$ cat src/rtl/core/utf8_multibyte_decoder_defines.svh
// ----------------------------------------------------------------------------
// utf8 multibyte decoder assertion macros
// Concurrent checks on clk_i, held off while rst_ni is low.
// ----------------------------------------------------------------------------
`ifndef UTF8_MULTIBYTE_DECODER_DEFINES_SVH
`define UTF8_MULTIBYTE_DECODER_DEFINES_SVH

`ifndef SYNTHESIS
// property must hold at every clock edge out of reset
`define UMD_ASSERT(lbl, prop) \
  lbl: assert property (@(posedge clk_i) disable iff (!rst_ni) (prop)) \
    else $error("utf8 decoder check failed");
// condition must never be seen out of reset
`define UMD_ASSERT_NEVER(lbl, cond) \
  lbl: assert property (@(posedge clk_i) disable iff (!rst_ni) !(cond)) \
    else $error("utf8 decoder forbidden condition seen");
`else
`define UMD_ASSERT(lbl, prop)
`define UMD_ASSERT_NEVER(lbl, cond)
`endif

`endif

$ cat src/rtl/core/utf8md_pkg.sv
// ----------------------------------------------------------------------------
// utf8md_pkg
// Types and constants shared by the utf8 multibyte decoder modules.
// ----------------------------------------------------------------------------
package utf8md_pkg;

  // queue depth between the parts
  localparam int unsigned QueueDepthDef = 4;

  // configuration register indices
  localparam int unsigned CfgIdxW = 3;
  localparam logic [CfgIdxW-1:0] CFG_CESU_MODE      = 3'd0;
  localparam logic [CfgIdxW-1:0] CFG_LOOSE_MODE     = 3'd1;
  localparam logic [CfgIdxW-1:0] CFG_ALLOW_NUL      = 3'd2;
  localparam logic [CfgIdxW-1:0] CFG_ALLOW_OVERLONG = 3'd3;
  localparam logic [CfgIdxW-1:0] CFG_ALLOW_SUPER    = 3'd4;
  localparam int unsigned CfgDataW = 1;

  // input action codes
  localparam logic ACT_DECODE = 1'b0;
  localparam logic ACT_FLUSH  = 1'b1;

  // code point constants
  localparam int unsigned CpW = 31;
  localparam logic [15:0] HIGH_SURR_FIRST = 16'hD800;
  localparam logic [15:0] HIGH_SURR_LAST  = 16'hDBFF;
  localparam logic [15:0] LOW_SURR_FIRST  = 16'hDC00;
  localparam logic [15:0] LOW_SURR_LAST   = 16'hDFFF;
  localparam logic [CpW-1:0] SUPP_BASE    = 31'h0001_0000;

  typedef enum logic [1:0] {
    KIND_NEED   = 2'd0,
    KIND_HELD   = 2'd1,
    KIND_EMIT   = 2'd2,
    KIND_REJECT = 2'd3
  } kind_e;

  // class of one raw byte
  typedef enum logic [2:0] {
    BC_ASCII = 3'd0,
    BC_CONT  = 3'd1,
    BC_LEAD2 = 3'd2,
    BC_LEAD3 = 3'd3,
    BC_LEAD4 = 3'd4,
    BC_LEAD5 = 3'd5,
    BC_LEAD6 = 3'd6,
    BC_BAD   = 3'd7
  } byte_cls_e;

  typedef struct packed {
    logic       action;
    logic [7:0] in_byte;
  } in_item_t;

  typedef struct packed {
    kind_e          kind;
    logic [CpW-1:0] code_point;
    logic           last;
  } out_item_t;

  // classified beat handed from front to back
  typedef struct packed {
    logic      flush;
    byte_cls_e cls;
    logic [7:0] data;
  } cls_item_t;

  // configuration register group
  typedef struct packed {
    logic cesu_mode;
    logic loose_mode;
    logic allow_nul;
    logic allow_overlong;
    logic allow_super;
  } cfg_t;

endpackage

$ cat src/rtl/core/utf8md_fifo.sv
// ----------------------------------------------------------------------------
// utf8md_fifo
// Small synchronous queue with push/full and pop/empty sides.
// ----------------------------------------------------------------------------
`include "utf8_multibyte_decoder_defines.svh"

module utf8md_fifo #(
  parameter type         item_t = logic,
  parameter int unsigned Depth  = 4
) (
  input  logic  clk_i,
  input  logic  rst_ni,
  input  logic  push_i,
  input  item_t data_i,
  output logic  full_o,
  input  logic  pop_i,
  output item_t data_o,
  output logic  empty_o
);

  localparam int unsigned PtrW = $clog2(Depth);
  localparam int unsigned CntW = $clog2(Depth + 1);
  localparam logic [PtrW-1:0] LastPtr = PtrW'(Depth - 1);

  item_t           mem_q [Depth];
  logic [PtrW-1:0] wr_ptr_q, wr_ptr_d;
  logic [PtrW-1:0] rd_ptr_q, rd_ptr_d;
  logic [CntW-1:0] cnt_q, cnt_d;
  logic            do_push, do_pop;

  assign full_o  = (cnt_q == CntW'(Depth));
  assign empty_o = (cnt_q == '0);
  assign do_push = push_i && !full_o;
  assign do_pop  = pop_i && !empty_o;
  assign data_o  = mem_q[rd_ptr_q];

  // pointer and fill count update
  always_comb begin
    wr_ptr_d = wr_ptr_q;
    rd_ptr_d = rd_ptr_q;
    cnt_d    = cnt_q;
    if (do_push) begin
      wr_ptr_d = (wr_ptr_q == LastPtr) ? '0 : PtrW'(wr_ptr_q + 1'b1);
    end
    if (do_pop) begin
      rd_ptr_d = (rd_ptr_q == LastPtr) ? '0 : PtrW'(rd_ptr_q + 1'b1);
    end
    if (do_push && !do_pop) begin
      cnt_d = CntW'(cnt_q + 1'b1);
    end else if (do_pop && !do_push) begin
      cnt_d = CntW'(cnt_q - 1'b1);
    end
  end

  always_ff @(posedge clk_i or negedge rst_ni) begin
    if (!rst_ni) begin
      wr_ptr_q <= '0;
      rd_ptr_q <= '0;
      cnt_q    <= '0;
    end else begin
      wr_ptr_q <= wr_ptr_d;
      rd_ptr_q <= rd_ptr_d;
      cnt_q    <= cnt_d;
    end
  end

  // storage, no reset
  always_ff @(posedge clk_i) begin
    if (do_push) begin
      mem_q[wr_ptr_q] <= data_i;
    end
  end

  `UMD_ASSERT(a_cnt_bound, cnt_q <= CntW'(Depth))
  `UMD_ASSERT(a_cnt_push, do_push && !do_pop |=> cnt_q == CntW'($past(cnt_q) + 1'b1))

endmodule

$ cat src/rtl/core/utf8md_front.sv
// ----------------------------------------------------------------------------
// utf8md_front
// Input side: sorts each incoming byte into its utf-8 role.
// ----------------------------------------------------------------------------
module utf8md_front (
  input  logic                  push_i,
  input  utf8md_pkg::in_item_t  item_i,
  output logic                  q_push_o,
  output utf8md_pkg::cls_item_t q_data_o
);
  import utf8md_pkg::*;

  byte_cls_e cls;
  logic [7:0] b;

  assign b = item_i.in_byte;

  // lead byte length from the count of leading ones
  always_comb begin
    priority if (b[7] == 1'b0) begin
      cls = BC_ASCII;
    end else if (b[7:6] == 2'b10) begin
      cls = BC_CONT;
    end else if (b[7:5] == 3'b110) begin
      cls = BC_LEAD2;
    end else if (b[7:4] == 4'b1110) begin
      cls = BC_LEAD3;
    end else if (b[7:3] == 5'b11110) begin
      cls = BC_LEAD4;
    end else if (b[7:2] == 6'b111110) begin
      cls = BC_LEAD5;
    end else if (b[7:1] == 7'b1111110) begin
      cls = BC_LEAD6;
    end else begin
      cls = BC_BAD;
    end
  end

  assign q_push_o       = push_i;
  assign q_data_o.flush = (item_i.action == ACT_FLUSH);
  assign q_data_o.cls   = cls;
  assign q_data_o.data  = b;

endmodule

$ cat src/rtl/core/utf8md_back.sv
// ----------------------------------------------------------------------------
// utf8md_back
// Sequence state, surrogate pairing and result generation, one beat at a time.
// ----------------------------------------------------------------------------
`include "utf8_multibyte_decoder_defines.svh"

module utf8md_back (
  input  logic                   clk_i,
  input  logic                   rst_ni,
  input  utf8md_pkg::cfg_t       cfg_i,
  input  logic                   item_valid_i,
  input  utf8md_pkg::cls_item_t  item_i,
  output logic                   item_pop_o,
  input  logic                   res_full_i,
  output logic                   res_push_o,
  output utf8md_pkg::out_item_t  res_data_o
);
  import utf8md_pkg::*;

  // sequence state
  logic [2:0]     rem_q, rem_d;
  logic           first_q, first_d;
  logic [CpW-1:0] acc_q, acc_d;
  logic [15:0]    held_q, held_d;
  // second result of a beat waiting for a slot
  logic           pend_valid_q, pend_valid_d;
  out_item_t      pend_q;

  logic [1:0]     n_res;
  kind_e          k0, k1;
  logic [CpW-1:0] c0, c1;
  logic [CpW-1:0] acc_new;
  logic [CpW-1:0] u;
  logic           rej;
  logic           overlong_hit;
  logic           is_high, is_low, held_any;
  logic           step;
  out_item_t      r0, r1;

  assign acc_new  = {acc_q[CpW-7:0], item_i.data[5:0]};
  assign u        = acc_new;
  assign held_any = (held_q != '0);
  assign is_high  = (u >= CpW'(HIGH_SURR_FIRST)) && (u <= CpW'(HIGH_SURR_LAST));
  assign is_low   = (u >= CpW'(LOW_SURR_FIRST)) && (u <= CpW'(LOW_SURR_LAST));

  // overlong test once the deciding bits are in
  always_comb begin
    unique case (rem_q)
      3'd2:    overlong_hit = (acc_new[CpW-1:5] == '0);
      3'd3:    overlong_hit = (acc_new[CpW-1:4] == '0);
      3'd4:    overlong_hit = (acc_new[CpW-1:3] == '0);
      3'd5:    overlong_hit = (acc_new[CpW-1:2] == '0);
      default: overlong_hit = 1'b0;
    endcase
  end

  // decode one beat
  always_comb begin
    rem_d   = rem_q;
    first_d = first_q;
    acc_d   = acc_q;
    held_d  = held_q;
    n_res   = 2'd0;
    k0      = KIND_NEED;
    c0      = '0;
    k1      = KIND_NEED;
    c1      = '0;
    rej     = 1'b0;
    if (item_i.flush) begin
      if (held_any && cfg_i.loose_mode) begin
        n_res  = 2'd1;
        k0     = KIND_EMIT;
        c0     = CpW'(held_q);
        held_d = '0;
      end
    end else if (rem_q == '0) begin
      n_res = 2'd1;
      unique case (item_i.cls)
        BC_LEAD2: begin
          if (!cfg_i.allow_overlong && item_i.data[4:1] == '0) begin
            rej = 1'b1;
          end else begin
            acc_d   = CpW'(item_i.data[4:0]);
            rem_d   = 3'd1;
            first_d = 1'b0;
          end
        end
        BC_LEAD3: begin
          acc_d   = CpW'(item_i.data[3:0]);
          rem_d   = 3'd2;
          first_d = 1'b1;
        end
        BC_LEAD4: begin
          acc_d   = CpW'(item_i.data[2:0]);
          rem_d   = 3'd3;
          first_d = 1'b1;
        end
        BC_LEAD5: begin
          if (!cfg_i.allow_super) begin
            rej = 1'b1;
          end else begin
            acc_d   = CpW'(item_i.data[1:0]);
            rem_d   = 3'd4;
            first_d = 1'b1;
          end
        end
        BC_LEAD6: begin
          if (!cfg_i.allow_super) begin
            rej = 1'b1;
          end else begin
            acc_d   = CpW'(item_i.data[0]);
            rem_d   = 3'd5;
            first_d = 1'b1;
          end
        end
        default: rej = 1'b1;
      endcase
    end else begin
      n_res = 2'd1;
      if (item_i.cls != BC_CONT || rem_q > 3'd5) begin
        rej = 1'b1;
      end else if (first_q && rem_q >= 3'd2 && !cfg_i.allow_overlong && overlong_hit) begin
        rej = 1'b1;
      end else if (rem_q != 3'd1) begin
        rem_d   = 3'(rem_q - 3'd1);
        first_d = 1'b0;
        acc_d   = acc_new;
      end else begin
        // last byte of the form: check the value
        rem_d   = '0;
        first_d = 1'b0;
        acc_d   = '0;
        if (is_high) begin
          if (cfg_i.cesu_mode) begin
            if (held_any && !cfg_i.loose_mode) begin
              rej = 1'b1;
            end else if (held_any) begin
              n_res  = 2'd2;
              k0     = KIND_EMIT;
              c0     = CpW'(held_q);
              k1     = KIND_HELD;
              held_d = u[15:0];
            end else begin
              k0     = KIND_HELD;
              held_d = u[15:0];
            end
          end else if (cfg_i.loose_mode) begin
            k0 = KIND_EMIT;
            c0 = u;
          end else begin
            rej = 1'b1;
          end
        end else if (is_low) begin
          if (cfg_i.cesu_mode && held_any) begin
            k0     = KIND_EMIT;
            c0     = SUPP_BASE | CpW'({held_q[9:0], u[9:0]});
            held_d = '0;
          end else if (cfg_i.loose_mode) begin
            k0 = KIND_EMIT;
            c0 = u;
          end else begin
            rej = 1'b1;
          end
        end else if (held_any && !cfg_i.loose_mode) begin
          rej = 1'b1;
        end else if (held_any) begin
          // flush the held surrogate ahead of the new value
          n_res  = 2'd2;
          k0     = KIND_EMIT;
          c0     = CpW'(held_q);
          held_d = '0;
          if (u == '0 && !cfg_i.allow_nul) begin
            k1 = KIND_REJECT;
          end else begin
            k1 = KIND_EMIT;
            c1 = u;
          end
        end else if (u == '0 && !cfg_i.allow_nul) begin
          rej = 1'b1;
        end else begin
          k0 = KIND_EMIT;
          c0 = u;
        end
      end
    end
    // a reject clears everything
    if (rej) begin
      n_res   = 2'd1;
      k0      = KIND_REJECT;
      c0      = '0;
      rem_d   = '0;
      first_d = 1'b0;
      acc_d   = '0;
      held_d  = '0;
    end
  end

  assign r0.kind       = k0;
  assign r0.code_point = c0;
  assign r0.last       = (n_res == 2'd1);
  assign r1.kind       = k1;
  assign r1.code_point = c1;
  assign r1.last       = 1'b1;

  // handshake with both queues
  always_comb begin
    step         = 1'b0;
    item_pop_o   = 1'b0;
    res_push_o   = 1'b0;
    res_data_o   = r0;
    pend_valid_d = pend_valid_q;
    if (pend_valid_q) begin
      res_data_o = pend_q;
      res_push_o = !res_full_i;
      if (!res_full_i) begin
        pend_valid_d = 1'b0;
      end
    end else begin
      step       = item_valid_i && !res_full_i;
      item_pop_o = step;
      res_push_o = step && (n_res != 2'd0);
      if (step && n_res == 2'd2) begin
        pend_valid_d = 1'b1;
      end
    end
  end

  always_ff @(posedge clk_i or negedge rst_ni) begin
    if (!rst_ni) begin
      rem_q        <= '0;
      first_q      <= 1'b0;
      acc_q        <= '0;
      held_q       <= '0;
      pend_valid_q <= 1'b0;
    end else begin
      pend_valid_q <= pend_valid_d;
      if (step) begin
        rem_q   <= rem_d;
        first_q <= first_d;
        acc_q   <= acc_d;
        held_q  <= held_d;
      end
    end
  end

  always_ff @(posedge clk_i) begin
    if (step && n_res == 2'd2) begin
      pend_q <= r1;
    end
  end

  `UMD_ASSERT(a_rem_range, rem_q <= 3'd5)
  `UMD_ASSERT(a_first_multi, first_q |-> rem_q >= 3'd2)
  `UMD_ASSERT(a_held_high, held_q != '0 |-> held_q >= HIGH_SURR_FIRST && held_q <= HIGH_SURR_LAST)
  `UMD_ASSERT(a_pend_last, pend_valid_q |-> pend_q.last && !item_pop_o)

endmodule

$ cat src/rtl/core/utf8_multibyte_decoder.sv
// ----------------------------------------------------------------------------
// utf8_multibyte_decoder
// Byte-stream decoder for 2 to 6 byte utf-8 forms with cesu-8 pairing.
// ----------------------------------------------------------------------------
// Input channel: drive item_i and push_i; a beat is taken on a clock edge with
//   push_i high and full_o low. action 0 decodes in_byte, action 1 flushes.
// Result channel: while empty_o is low the oldest result sits on result_o;
//   it is taken on an edge with pop_i high. Each input beat gives zero, one
//   or two results, the final one marked with last.
// Configuration: cfg_we_i writes cfg_data_i into the register chosen by
//   cfg_idx_i (cesu, loose, nul, overlong, super); write only while idle.
// A taken byte is registered in the input queue, then decoded and its
//   results registered in the result queue, which drives result_o.
// Throughput: one byte per cycle unless the result queue is full; the result
//   queue takes one beat a cycle, so a byte with two results holds decoding.
// The input and result queues are QueueDepth beats deep each; when the
//   receiver stalls the result queue fills, then the input queue, then full_o
//   rises. Reset empties both queues, clears the sequence state and the held
//   surrogate, and sets every configuration register to zero.
// ----------------------------------------------------------------------------
module utf8_multibyte_decoder #(
  parameter int unsigned QueueDepth = utf8md_pkg::QueueDepthDef
) (
  input  logic                                clk_i,
  input  logic                                rst_ni,
  input  logic                                cfg_we_i,
  input  logic [utf8md_pkg::CfgIdxW-1:0]      cfg_idx_i,
  input  logic [utf8md_pkg::CfgDataW-1:0]     cfg_data_i,
  input  logic                                push_i,
  input  utf8md_pkg::in_item_t                item_i,
  output logic                                full_o,
  input  logic                                pop_i,
  output utf8md_pkg::out_item_t               result_o,
  output logic                                empty_o
);
  import utf8md_pkg::*;

  cfg_t      cfg_q;
  logic      fq_push, fq_empty, fq_pop;
  cls_item_t fq_wdata, fq_rdata;
  logic      rq_push, rq_full;
  out_item_t rq_wdata;

  // configuration registers
  always_ff @(posedge clk_i or negedge rst_ni) begin
    if (!rst_ni) begin
      cfg_q <= '0;
    end else if (cfg_we_i) begin
      unique case (cfg_idx_i)
        CFG_CESU_MODE:      cfg_q.cesu_mode      <= cfg_data_i[0];
        CFG_LOOSE_MODE:     cfg_q.loose_mode     <= cfg_data_i[0];
        CFG_ALLOW_NUL:      cfg_q.allow_nul      <= cfg_data_i[0];
        CFG_ALLOW_OVERLONG: cfg_q.allow_overlong <= cfg_data_i[0];
        CFG_ALLOW_SUPER:    cfg_q.allow_super    <= cfg_data_i[0];
        default: ;
      endcase
    end
  end

  // byte classification
  utf8md_front u_front (
    .push_i   (push_i),
    .item_i   (item_i),
    .q_push_o (fq_push),
    .q_data_o (fq_wdata)
  );

  // classified beats waiting for the decoder
  utf8md_fifo #(
    .item_t (cls_item_t),
    .Depth  (QueueDepth)
  ) u_in_queue (
    .clk_i   (clk_i),
    .rst_ni  (rst_ni),
    .push_i  (fq_push),
    .data_i  (fq_wdata),
    .full_o  (full_o),
    .pop_i   (fq_pop),
    .data_o  (fq_rdata),
    .empty_o (fq_empty)
  );

  // sequence decoding and surrogate handling
  utf8md_back u_back (
    .clk_i        (clk_i),
    .rst_ni       (rst_ni),
    .cfg_i        (cfg_q),
    .item_valid_i (!fq_empty),
    .item_i       (fq_rdata),
    .item_pop_o   (fq_pop),
    .res_full_i   (rq_full),
    .res_push_o   (rq_push),
    .res_data_o   (rq_wdata)
  );

  // results waiting for the receiver
  utf8md_fifo #(
    .item_t (out_item_t),
    .Depth  (QueueDepth)
  ) u_res_queue (
    .clk_i   (clk_i),
    .rst_ni  (rst_ni),
    .push_i  (rq_push),
    .data_i  (rq_wdata),
    .full_o  (rq_full),
    .pop_i   (pop_i),
    .data_o  (result_o),
    .empty_o (empty_o)
  );

endmodule

$ cat config.mk
export PLATFORM = sky130hd
export DESIGN_NAME = utf8_multibyte_decoder
export DESIGN_NICKNAME = d
export VERILOG_FILES = /design/src/rtl/core/utf8md_pkg.sv /design/src/rtl/core/utf8md_fifo.sv /design/src/rtl/core/utf8md_front.sv /design/src/rtl/core/utf8md_back.sv /design/src/rtl/core/utf8_multibyte_decoder.sv
export VERILOG_INCLUDE_DIRS = /design/src /design/src/rtl/core
export SDC_FILE = /design/constraint.sdc
export NUM_CORES = 1
export LEC_CHECK = 0
export ABC_AREA = 1
export BUFFER_PORTS_ARGS = -buffer_cell sky130_fd_sc_hd__buf_2
export CAP_MARGIN = 20
export CORE_MARGIN = 5
export CORE_UTILIZATION = 40
export CTS_BUF_LIST = sky130_fd_sc_hd__clkbuf_4 sky130_fd_sc_hd__clkbuf_8
export DETAILED_ROUTE_END_ITERATION = 12
export MAX_ROUTING_LAYER = met4
export PLACE_DENSITY_LB_ADDON = 0.15
export SYNTH_ARGS = -nofsm -noshare
export SYNTH_HDL_FRONTEND = slang
export SYNTH_SLANG_ARGS = --single-unit
$ cat constraint.sdc
create_clock -name clk_i -period 8.09 [get_ports clk_i]
set_input_delay 0.809 -clock clk_i [delete_from_list [all_inputs] [get_ports clk_i]]
set_output_delay 0.809 -clock clk_i [all_outputs]
set_load 0.1 [all_outputs]
# After elaboration in Yosys (flattened, before gate mapping)
# Memory sizes are Yosys's and may differ from the RTL's.
# Cells that the tools add are included.
[word_totals]
n_memories = 2
rom_bits = 0
mem_bits_rw = 184
register_bits = 98
out_inout_bits = 36
inputBits = 18
latchBits = 0
[classes]
shifts = 0
reduce_logical = 61
n_addsub = 9
div_mod_pow = 0
mul = 0
n_mux = 138
magnitude_cmp = 6
n_bitwise = 1
n_eq_ne = 47
[mem_list]
columns = ["name", "words", "word_bits", "rd", "rd_clocked_by_memory_dff", "wr", "line", "text"]
rows = [
  ["u_res_queue.mem_q", 4, 34, 1, 0, 1, "utf8md_fifo.sv:25", "item_t mem_q [Depth];"],
  ["u_in_queue.mem_q", 4, 12, 1, 0, 1, "utf8md_fifo.sv:25", ""],
]
[ops]
columns = ["op", "n"]
rows = [
  ["31-bit 2-to-1 mux", 15],
  ["16-bit 2-to-1 mux", 16],
  ["25-bit 2-to-1 mux", 9],
  ["25-bit case mux with 5 select lines", 1],
  ["2-bit 2-to-1 mux", 37],
  ["31-bit by 16-bit greater-or-equal comparator with 1-bit output (second input constant)", 2],
  ["31-bit by 16-bit <= comparator with 1-bit output (second input constant)", 2],
  ["3-bit 2-to-1 mux", 19],
  ["1-bit 2-to-1 mux", 36],
  ["34-bit 2-to-1 mux", 1],
  ["31-bit logical NOT", 1],
  ["29-bit logical NOT", 1],
  ["28-bit logical NOT", 1],
  ["3-bit equality test (second input constant)", 9],
  ["27-bit logical NOT", 1],
  ["26-bit logical NOT", 1],
  ["4-bit by 3-bit inequality test with 1-bit output (second input constant)", 6],
  ["1-bit logical AND", 22],
  ["3-bit by 2-bit equality test with 1-bit output (second input constant)", 6],
  ["16-bit nonzero test", 1],
  ["3-bit by 1-bit inequality test with 1-bit output (second input constant)", 5],
  ["3-bit case mux with 5 select lines", 1],
  ["2-bit equality test (second input constant)", 6],
  ["3-bit logical NOT", 4],
  ["other kinds (32)", 59],
]

# Depth between registers and ports, before layout
# Gate-level depths: netlist of the first run.
# An unclocked memory read counts as a cell.
[depth]
depth_word = 22
depth_mapped = 19
mapped_depth_nobuf = 17

# Cells and area by module
# Synthesis of the first run repeated with hierarchy kept, for this count alone.
[hier_totals]
hier_cells = 1462
area_unflattened_um2 = 14127.3
[by_module_without_submodules]
columns = ["module", "instances", "seq_area_each_um2", "cells_each", "area_per_inst_um2"]
rows = [
  ["utf8md_fifo at u_res_queue", 1, 4259.1, 457, 5820.6],
  ["utf8md_back", 1, 2142.1, 744, 5516.5],
  ["utf8md_fifo at u_in_queue", 1, 1616.6, 201, 2398.6],
  ["utf8_multibyte_decoder", 1, 125.1, 37, 261.5],
  ["utf8md_front", 1, 0.0, 23, 130.1],
]

# Worst setup path after synthesis of the first run
# No wires, ideal clock.
[synth_path]
path_kind = "reg2reg"
startpoint = "register u_in_queue.cnt_q[0]"
endpoint = "register u_in_queue.cnt_q[1]"
stages_incl_launch_ff = 7
arrival_ns = 3.967
path_buffers = 0
t_required_ns = 7.965
path_slack_ns = 3.998
period_less_slack_ns = 4.092
cell_sequence = "dfrtp_1 > nor3_1 > nor2_1 > ha_1 > inv_1 > fa_1 > mux2_2"
[synth_via]
word_cells_on_any_way = 17
classes_between = "add/sub: 2; eq/ne: 1; mux: 3; reduce/logical: 11"
[synth_lines]
columns = ["element", "line", "text"]
rows = [
  ["start: declaration", "utf8md_fifo.sv:28", "logic [CntW-1:0] cnt_q, cnt_d;"],
  ["start signal: assignment", "utf8md_fifo.sv:63", "cnt_q <= cnt_d;"],
  ["3-bit equality test", "utf8md_fifo.sv:31", "assign full_o = (cnt_q == CntW'(Depth));"],
  ["via full_o", "utf8_multibyte_decoder.sv:31", "output logic full_o,"],
  ["1-bit logical NOT", "utf8md_fifo.sv:33", "assign do_push = push_i && !full_o;"],
  ["1-bit logical AND", "utf8md_fifo.sv:33", ""],
  ["via u_in_queue.do_push", "utf8md_fifo.sv:29", "logic do_push, do_pop;"],
  ["1-bit logical AND", "utf8md_fifo.sv:48", "if (do_push && !do_pop) begin"],
  ["3-bit 2-to-1 mux", "utf8md_fifo.sv:48", ""],
  ["via u_in_queue.cnt_d[1]", "utf8md_fifo.sv:28", ""],
]
# The timed path passes the listed nets, and every way through them passes these cells. The select of a mux whose other input is x is not followed.
# A chain may end at the register's enable or synchronous reset.

# Worst setup path after layout of the first run
[layout_path]
startpoint = "register u_in_queue.rd_ptr_q[0]"
endpoint = "memory u_res_queue.mem_q[3][11] (netlist bit) (enable)"
[layout_via]
elab_chain_cells = 20
word_cells_on_any_way = 52
classes_between = "order compare: 4; eq/ne: 6; mux: 24; reduce/logical: 17; memory: 1"
[layout_rtl]
columns = ["element", "line", "text"]
rows = [
  ["start: declaration", "utf8md_fifo.sv:27", "logic [PtrW-1:0] rd_ptr_q, rd_ptr_d;"],
  ["start signal: assignment", "utf8md_fifo.sv:62", "rd_ptr_q <= rd_ptr_d;"],
  ["memory 4 x 12 bit (*)", "-", ""],
  ["branches (longest 12 deep; another with 31-bit by 16-bit greater-or-equal comparator with 1-bit output)", "-", ""],
  ["2-bit 2-to-1 mux (*)", "utf8md_back.sv:187", "if (rej) begin"],
  ["2-bit nonzero test (*)", "utf8md_back.sv:221", "res_push_o = step && (n_res != 2'd0);"],
  ["1-bit logical AND (*)", "utf8md_back.sv:221", ""],
  ["1-bit 2-to-1 mux (*)", "utf8md_back.sv:212", "if (pend_valid_q) begin"],
  ["1-bit logical AND (*)", "utf8md_fifo.sv:33", ""],
  ["via u_res_queue.do_push", "utf8md_fifo.sv:29", ""],
  ["1-bit 2-to-1 mux (*)", "utf8md_fifo.sv:69", "if (do_push) begin"],
  ["1-bit 2-to-1 mux (implied by the code) (*)", "utf8md_fifo.sv:70", "mem_q[wr_ptr_q] <= data_i;"],
  ["end: declaration", "utf8md_fifo.sv:25", ""],
]
# Mark *: on every way through the listed nets, which the timed path passes.

==> metrics.txt, run 1 <==
#FFs+latches synth between 200 and 300; RSZ-0062 raised after global routing false; number of max-cap violations 0; Critical Path Fanout Max 26; starting density of the core about two fifths; pre-CTS worst setup slack ~3.9 ns; Via Count around 10,000; Synth area leader edfxtp_1; status complete, no violations; Fin. Hold Viols 0; Max transition margin between 30% and 40%; hold crit path type primary input to asynchronous set/reset pin; Post-CTS Hold Buffers 0; crit-path cells inv_2 > nand2_1 > a32oi_2 > buf_4 > inv_2 > nor2_1 > o22ai_1 > inv_1 > nor2_4 > buf_16; Synth Area per Inst 9.53 sq um; number of global-route vias before repair 9,727; CP Capture Type flop; Worst Setup Start Kind flop; YS warnings 0; crit path DAT around 4.2 ns; total grt overflow 0; Post-DP Area 13,900 sq um; Synth area leaders edfxtp_1 (47%), dfrtp_1 (12%), nand2_1 (8.3%), nor2_1 (5.4%), o21ai_0 (4.8%); Slowest cell on crit path dfrtp_1; Period minus WS final ~3.9 ns; buffers and inverters on the worst path 5; First DRT Iteration DRCs between 800 and 900; drt pass-1 iters 5; CTS Buf Count 47; min setup slack post-route 4.16 ns; routed len/inst between 15 and 20 um; Die Area about 37,000 sq um; Floorplan Core Area roughly 33,000 sq um; net count after synthesis between 1,000 and 1,500; Vert. Die Dim 192 um; Post-Syn Area between 10,000 and 15,000 sq um; share of layout cells above drive strength 1 13.2%; top-area cell type share of the netlist area 47.1%; Placer Congestion 1.01; fmax ~250 MHz; largest net degree at the start of global routing 66; Overall Global Routing Usage approximately a fifth; final wirelength roughly 35,000 um; worst-margin pin slew 1.03 ns; most frequent cells in the layout nand2_1 (294), edfxtp_1 (209), nor2_1 (186); Setup-failing EPs final 0; clk buf depth 3; # DRC 0; initial antenna violation count 0; Yosys cell types between 40 and 50; Clock transition at path regs ~0.06 ns; critical path class flop to flop; Syn Inst Count roughly 1,400; Final period util 48.6%; predominant post-synthesis flop cell edfxtp_1; post-CTS setup buffer count 0; Design Area, Final 15,000 sq um; global-route wire length before repair 54,800 um; max incr delay on CP between 0.7 and 0.8 ns; fillers ~3,200; Seq/Total Area, Yosys approximately 59%; PortBufs 53; final setup skew 0.0271 ns; Slew Limit Fails 0; Post-DP HPWL 23,200 um; # IOs 54; clk_lat worst skew roughly 0.58 ns; TritonCTS clock tree yes; Ant. Diodes 0; share of synthesized flip-flops with an asynchronous set or reset 23.7%; most common cell after layout, fill and taps aside nand2_1; delay-heaviest family, CP buffers and inverters; Post-synth EDFFs 209; Die X between 150 and 200 um; Root Buffer clkbuf_8; Antenna Violating Nets Remaining 0; setup TNS 0 ns; vias per std cell roughly 5.3; required time worst endpoint 8.36 ns; synthesis-to-layout area growth 12.5%; post-cts sizing count 0; CTS H-tree lvls 2; Worst path most repeated cell inv_2; fin nets about 1,500; clk sinks 274; std cell rows 66
==> final timing paths <==
check,depth (start not counted),to,start,slack [ns]
max,10,u_res_queue.mem_q[3][11]$_DFFE_PP_,u_in_queue.rd_ptr_q[0]$_DFFE_PN0P_,4.16
max reg2reg,10,u_res_queue.mem_q[3][11]$_DFFE_PP_,u_in_queue.rd_ptr_q[0]$_DFFE_PN0P_,4.16
max in group asynchronous,2,u_res_queue.rd_ptr_q[0]$_DFFE_PN0P_,rst_ni,6.96
min in group clk_i,1,u_in_queue.mem_q[1][0]$_DFFE_PP_,item_i[0],0.46
min reg2reg,2,cfg_q[0]$_DFFE_PN0P_,cfg_q[0]$_DFFE_PN0P_,0.48
min,2,u_back.acc_q[16]$_DFFE_PN0P_,rst_ni,0.44
==> flip-flops by register name, indices dropped and copies added, names as in the netlist <==
register and cells:
u_back.acc_q 25, u_back.pend_valid_q 1, u_in_queue.wr_ptr_q 2, u_back.held_q 16
u_in_queue.cnt_q 3, u_res_queue.rd_ptr_q 2, u_res_queue.wr_ptr_q 2, cfg_q 5
u_back.pend_q 33, u_res_queue.mem_q 136, u_back.rem_q 3, u_in_queue.rd_ptr_q 2
u_back.first_q 1, u_res_queue.cnt_q 3, u_in_queue.mem_q 40
==> logic make-up after synthesis <==
family,after synthesis,synth area share [%]
buffers and inverters,179,5.67
DFF,274,59.4
and+or+nand+nor,665,21.8
muxes,2,0.169
xor gates and xnor gates,5,0.329
AOI/OAI and AO/OA,253,10.8
adders and majority gates,19,1.90
==> area by class of cell <==
cell class	count	area (sq um)	share of cell area, %
inverters	110	415	2.77
clock inverters	23	201	1.34
clock buffers	60	751	5.01
flip-flops and latches	274	7900	52.8
repair buffers	68	468	3.12
well taps	442	553	3.69
multi-input cells	944	4690	31.3
==> routing by layer <==
metal | GRT usage, % | part of all wire [%] | wire length, um | vias up
met5 | - | 0 | 0 | -
met4 | 4.99 | 2.0 | 682 | 0
met3 | 3.26 | 6.1 | 2130 | 58
met2 | 29.1 | 45 | 15700 | 324
met1 | 27.1 | 47 | 16200 | 4821
li1 | - | - | - | 4955
==> synth_stat cells (6+ instances only) <==
master / n
nor2_1: 191
a22oi_1: 6
o21ai_1: 16
o211ai_1: 13
nand3_1: 59
clkbuf_1: 46
nand3_2: 7
nand2_2: 13
nand4_1: 57
inv_1: 97
ha_1: 17
inv_2: 11
o21ai_0: 129
edfxtp_1: 209
o22ai_1: 46
buf_2: 10
buf_6: 8
dfrtp_1: 65
nand2_1: 294
a21oi_1: 25
nor3_1: 26
==> per-stage QoR <==
stage / hold WS [ns] / std cells / util, %
6_report: 0.443 / 1921 / 45.8
5_1_grt: 0.422 / 1921 / 45.8
4_1_cts: 0.411 / 1916 / 45.5
3_5_place_dp: 0.468 / 1833 / 42.5
3_3_place_gp: 0.468 / 1832 / 42.5
2_1_floorplan: 0.450 / 1397 / -
Power of run 1 is left out: the tool's default activity adds up to more than one toggle a clock period on the data nets, which glitch-free logic cannot reach.
==> run 2, diff against run 1 <==
==> constraint.sdc (replaced) <==
create_clock -name clk_i -period 3.7 [get_ports clk_i]
set_input_delay 0.37 -clock clk_i [delete_from_list [all_inputs] [get_ports clk_i]]
set_output_delay 0.37 -clock clk_i [all_outputs]
set_load 0.1 [all_outputs]
==> run 2 against run 1 <==
Compared with the run above: worst setup slack worse by 3.9 ns; routed wire length is 1.9% higher; design area is 0.10% lower; global-route usage is 0.79 points higher; first-iteration DRC count is 5.5% higher; maximum frequency is 14% higher; non-clock buffer count is 14 higher; critical endpoint is now u_back.pend_q[21]$_SDFFCE_PP0P_; highest routed layer unchanged.
==> metrics.txt, run 2 (same netlist as run 1, synthesis figures left out) <==
number of global-route vias before repair 10,300 (+5.7%); Period minus WS final 3.45 ns (-0.479 ns); final setup skew 0.0360 ns (+0.00893 ns); post-cts sizing count 0 (unchanged); fillers 3,169 (-1.6%); delay-heaviest family, CP simple AND/OR/NAND/NOR gates; Ant. Diodes 0 (unchanged); status complete, no violations; Post-DP HPWL 23,200 um (+0.37%); Floorplan Core Area 32,700 sq um (unchanged); number of max-cap violations 0 (unchanged); drt pass-1 iters 6 (+1); worst-margin pin slew 1.02 ns (-0.00724 ns); Max transition margin 31.6% (+0.48 points); Worst Setup Start Kind flop; required time worst endpoint 3.94 ns (-4.42 ns); # DRC 0 (unchanged); starting density of the core 40.7% (unchanged); CTS H-tree lvls 2 (unchanged); share of layout cells above drive strength 1 13.6% (+0.37 points); FF/Latch Area 7900 sq um (unchanged); crit path DAT 3.70 ns (-0.50 ns); # IOs 54 (unchanged); Slew Limit Fails 0 (unchanged); Clock transition at path regs 0.06 ns (about the same); largest net degree at the start of global routing 71 (+7.6%); RSZ-0062 raised after global routing false; Die X 192 um (unchanged); vias per std cell 5.37 (+1.6%); Vert. Die Dim 192 um (unchanged); initial antenna violation count 0 (unchanged); Final period util 93.3% (+45 points); Setup-failing EPs final 0 (unchanged); First DRT Iteration DRCs 919 (+5.5%); Antenna Violating Nets Remaining 0 (unchanged); buffers and inverters on the worst path 4 (-1); largest registers u_res_queue.mem_q (136), u_in_queue.mem_q (40), u_back.pend_q (33); total grt overflow 0 (unchanged); final wirelength 35,400 um (+1.9%); max incr delay on CP 0.66 ns (-0.13 ns); most frequent cells in the layout nand2_1 (294), edfxtp_1 (209), nor2_1 (186); routed len/inst 18.3 um (+1.3%); clk_lat worst skew 0.58 ns (about the same); Via Count 10,400 (+2.1%); Overall Global Routing Usage 20.0% (+0.79 points); most common cell after layout, fill and taps aside nand2_1; fin nets 1,496 (+0.94%); Placer Congestion 0.965 (-4.7%); Top reg by flops u_res_queue.mem_q; setup TNS 0 ns (unchanged); fmax 290 MHz (+14%); PortBufs 53 (unchanged); std cell rows 66 (unchanged); Fin. Hold Viols 0 (unchanged); Root Buffer clkbuf_8; clk buf depth 3 (unchanged); Util after Layout 45.8% (-0.046 points); Die Area 37,000 sq um (unchanged); global-route wire length before repair 56,800 um (+3.7%); Slowest cell on crit path dfrtp_1; TritonCTS clock tree yes; hold crit path type primary input to flop; Critical Path Fanout Max 30 (+15%); synthesis-to-layout area growth 12.4%; clk sinks 274 (unchanged); crit-path cells inv_2 > nand3_1 > nand2_2 > nand2_1 > inv_2 > nand3b_1 > nand3_1 > nand2_1 > nand2_2 > nor2_4 > nand3_2 > inv_1 > o211ai_1 > nor2_2 > buf_12; Multi-input gate area 4700 sq um (+0.21%); max reg flops 136 (unchanged); CP Capture Type flop; CTS Buf Count 47 (unchanged); critical path class flop to flop; post-CTS setup buffer count 0 (unchanged)
## run 2: cell type report
type                       instances  area share, %
timing repair buffer              82           3.40
multi-input combinational        944           31.4
inverter                         110           2.78
clock buffer                      59           5.01
clock inverter                    21          0.911
sequential                       274           52.8
tap                              442           3.70
## run 2: repair_timing
| item | CTS | global route |
|---|---|---|
| setup endpoints to repair | 0 | 0 |
| endpoints found under the hold margin | 39 | 0 |
| hold buffers | 4 | 0 |
## run 2: metrics by stage
stage | std cells | area (sq um) | setup WS, ns | hold slack (ns)
2_1_floorplan | 1397 | 13300 | 0.214 | 0.0744
3_3_place_gp | 1847 | 14000 | 0.259 | 0.456
3_5_place_dp | 1847 | 14000 | 0.320 | 0.456
4_1_cts | 1931 | 15000 | 0.249 | 0.00474
5_1_grt | 1932 | 15000 | 0.00143 | 0.0233
6_report | 1932 | 15000 | 0.248 | 0.0387
## run 2: path summary, 6_finish.rpt
| kind | startpoint | endpoint | slack, ns | cells after the start |
|---|---|---|---|---|
| worst max-delay path | u_in_queue.rd_ptr_q[1]$_DFFE_PN0P_ | u_back.pend_q[21]$_SDFFCE_PP0P_ | 0.25 | 15 |
| worst min-delay path | item_i[5] | u_in_queue.mem_q[1][5]$_DFFE_PP_ | 0.04 | 1 |
| worst max register to register | u_in_queue.rd_ptr_q[1]$_DFFE_PN0P_ | u_back.pend_q[21]$_SDFFCE_PP0P_ | 0.25 | 15 |
| worst min register to register | cfg_q[2]$_DFFE_PN0P_ | cfg_q[2]$_DFFE_PN0P_ | 0.48 | 2 |
| max in group asynchronous | rst_ni | u_res_queue.rd_ptr_q[0]$_DFFE_PN0P_ | 2.28 | 3 |
| min in group asynchronous | rst_ni | u_back.acc_q[0]$_DFFE_PN0P_ | 0.38 | 2 |
## run 2: worst reg2reg max path, cell delays in order, from the launching register on
cell and delay [ns]:
dfrtp_1 0.66, inv_2 0.26, nand3_1 0.17, nand2_2 0.15, nand2_1 0.13, inv_2 0.06
nand3b_1 0.08, nand3_1 0.08, nand2_1 0.13, nand2_2 0.11, nor2_4 0.13, nand3_2 0.13
inv_1 0.11, o211ai_1 0.21, nor2_2 0.43, buf_12 0.27
## run 2: layer usage
metal,track usage [%],routed length (um),vias up
li1,-,-,4969
met3,3.11,2140,94
met1,27.9,16400,4951
met5,-,0,-
met4,7.16,1220,0
met2,29.9,15700,361
Power of run 2 is left out for the same reason.
==> run 3, diff against run 2 <==
--- a/config.mk
+++ b/config.mk
@@ -11,7 +11,7 @@
 export CAP_MARGIN = 20
 export CORE_MARGIN = 5
 export CORE_UTILIZATION = 40
-export CTS_BUF_LIST = sky130_fd_sc_hd__clkbuf_4 sky130_fd_sc_hd__clkbuf_8
+export CTS_BUF_LIST = sky130_fd_sc_hd__clkbuf_8
 export DETAILED_ROUTE_END_ITERATION = 12
 export MAX_ROUTING_LAYER = met4
 export PLACE_DENSITY_LB_ADDON = 0.15
==> run 3 against run 2 <==
Compared with the run above: critical path depth is the same; routed wire length about the same; clock skew about the same; hold slack better by 0.0011 ns; flip-flop and latch count unchanged; non-clock buffer count unchanged; count of clock-buffer cells in the layout is 10 lower; design area is 0.25% lower; critical endpoint unchanged.
==> metrics.txt, run 3 (same netlist as run 1, synthesis figures left out) <==
Util after Layout 45.6% (-0.11 points); Clock transition at path regs 0.06 ns (about the same); critical path class flop to flop; status complete, no violations; clk sinks 274 (unchanged); final wirelength 35,400 um (about the same); RSZ-0062 raised after global routing false; Fin. Hold Viols 0 (unchanged); post-CTS setup buffer count 0 (unchanged); Vert. Die Dim 192 um (unchanged); Post-DP HPWL 23,200 um (unchanged); # IOs 54 (unchanged); fin nets 1,496 (unchanged); Top reg by flops u_res_queue.mem_q; initial antenna violation count 0 (unchanged); crit path DAT 3.71 ns (about the same); Die Area 37,000 sq um (unchanged); Setup-failing EPs final 0 (unchanged); Overall Global Routing Usage 20.0% (about the same); required time worst endpoint 3.94 ns (about the same); Critical Path Fanout Max 30 (unchanged); fillers 3,174 (+0.16%); Die X 192 um (unchanged); Worst Setup Start Kind flop; Via Count 10,400 (+0.26%); drt pass-1 iters 8 (+2); final setup skew 0.0364 ns (+0.000424 ns); most common cell after layout, fill and taps aside nand2_1; setup TNS 0 ns (unchanged); PortBufs 53 (unchanged); clk buf depth 3 (unchanged); starting density of the core 40.7% (unchanged); CTS H-tree lvls 2 (unchanged); synthesis-to-layout area growth 12.1%; Antenna Violating Nets Remaining 0 (unchanged); CTS Buf Count 47 (unchanged); most frequent cells in the layout nand2_1 (294), edfxtp_1 (209), nor2_1 (186); fmax 289 MHz (-0.33%); Period minus WS final 3.46 ns (+0.0116 ns); largest registers u_res_queue.mem_q (136), u_in_queue.mem_q (40), u_back.pend_q (33); routed len/inst 18.3 um (about the same); hold crit path type primary input to flop; First DRT Iteration DRCs 951 (+3.5%); share of layout cells above drive strength 1 12.9% (-0.67 points); Placer Congestion 0.965 (unchanged); Final period util 93.6% (+0.31 points); TritonCTS clock tree yes; total grt overflow 0 (unchanged); number of max-cap violations 0 (unchanged); vias per std cell 5.38 (+0.26%); number of global-route vias before repair 10,300 (-0.15%); Root Buffer clkbuf_8; FF/Latch Area 7900 sq um (unchanged); Multi-input gate area 4700 sq um (unchanged); Floorplan Core Area 32,700 sq um (unchanged); worst-margin pin slew 1.02 ns (-0.00321 ns); Max transition margin 31.8% (+0.21 points); Slew Limit Fails 0 (unchanged); # DRC 0 (unchanged); clk_lat worst skew 0.58 ns (about the same); global-route wire length before repair 56,800 um (about the same); CP Capture Type flop; worst hold margin 0.0397 ns (+0.00108 ns); Ant. Diodes 0 (unchanged); largest net degree at the start of global routing 71 (unchanged); std cell rows 66 (unchanged); max reg flops 136 (unchanged)
## run 3: metal layers
layer / share of wire, % / global-route usage [%]
met1: 46 / 27.9
met2: 44 / 29.9
met3: 5.8 / 3.11
met4: 3.4 / 7.16
met5: 0 / -
## run 3: cell type report
class / count / share of cell area [%]
clock inverters: 31 / 1.17
clock buffers: 49 / 4.52
repair buffers: 82 / 3.41
multi-input cells: 944 / 31.5
inverters: 110 / 2.78
flip-flops and latches: 274 / 52.9
well taps: 442 / 3.70
## run 3: final timing paths
| kind | from | to | slack (ns) | cells past startpoint |
|---|---|---|---|---|
| max in group asynchronous | rst_ni | u_res_queue.rd_ptr_q[0]$_DFFE_PN0P_ | 2.29 | 3 |
| max | u_in_queue.rd_ptr_q[1]$_DFFE_PN0P_ | u_back.pend_q[21]$_SDFFCE_PP0P_ | 0.24 | 15 |
| min in group asynchronous | rst_ni | u_back.acc_q[0]$_DFFE_PN0P_ | 0.38 | 2 |
| min | item_i[5] | u_in_queue.mem_q[1][5]$_DFFE_PP_ | 0.04 | 1 |
| max reg2reg | u_in_queue.rd_ptr_q[1]$_DFFE_PN0P_ | u_back.pend_q[21]$_SDFFCE_PP0P_ | 0.24 | 15 |
| min reg2reg | cfg_q[2]$_DFFE_PN0P_ | cfg_q[2]$_DFFE_PN0P_ | 0.48 | 2 |
## run 3: repair_timing
| action | in CTS | in global routing |
|---|---|---|
| setup endpoints to repair | 0 | 0 |
| hold buffers | 4 | 0 |
| hold endpoints to repair | 39 | 0 |
| gates resized for setup | 0 | 0 |
## run 3: critical path, cell delays in order (launching register included)
cell	delay, ns
dfrtp_1	0.67
inv_2	0.26
nand3_1	0.17
nand2_2	0.15
nand2_1	0.13
inv_2	0.06
nand3b_1	0.08
nand3_1	0.08
nand2_1	0.12
nand2_2	0.11
nor2_4	0.13
nand3_2	0.13
inv_1	0.11
o211ai_1	0.20
nor2_2	0.43
buf_12	0.27
## run 3: stage by stage
step	area (sq um)	instances	setup WS, ns
floorplan	13300	1397	0.214
global placement	14000	1847	0.259
detailed placement	14000	1847	0.320
CTS	14900	1931	0.249
global route	14900	1932	0.00143
finish	14900	1932	0.236
Power of run 3 is left out for the same reason.
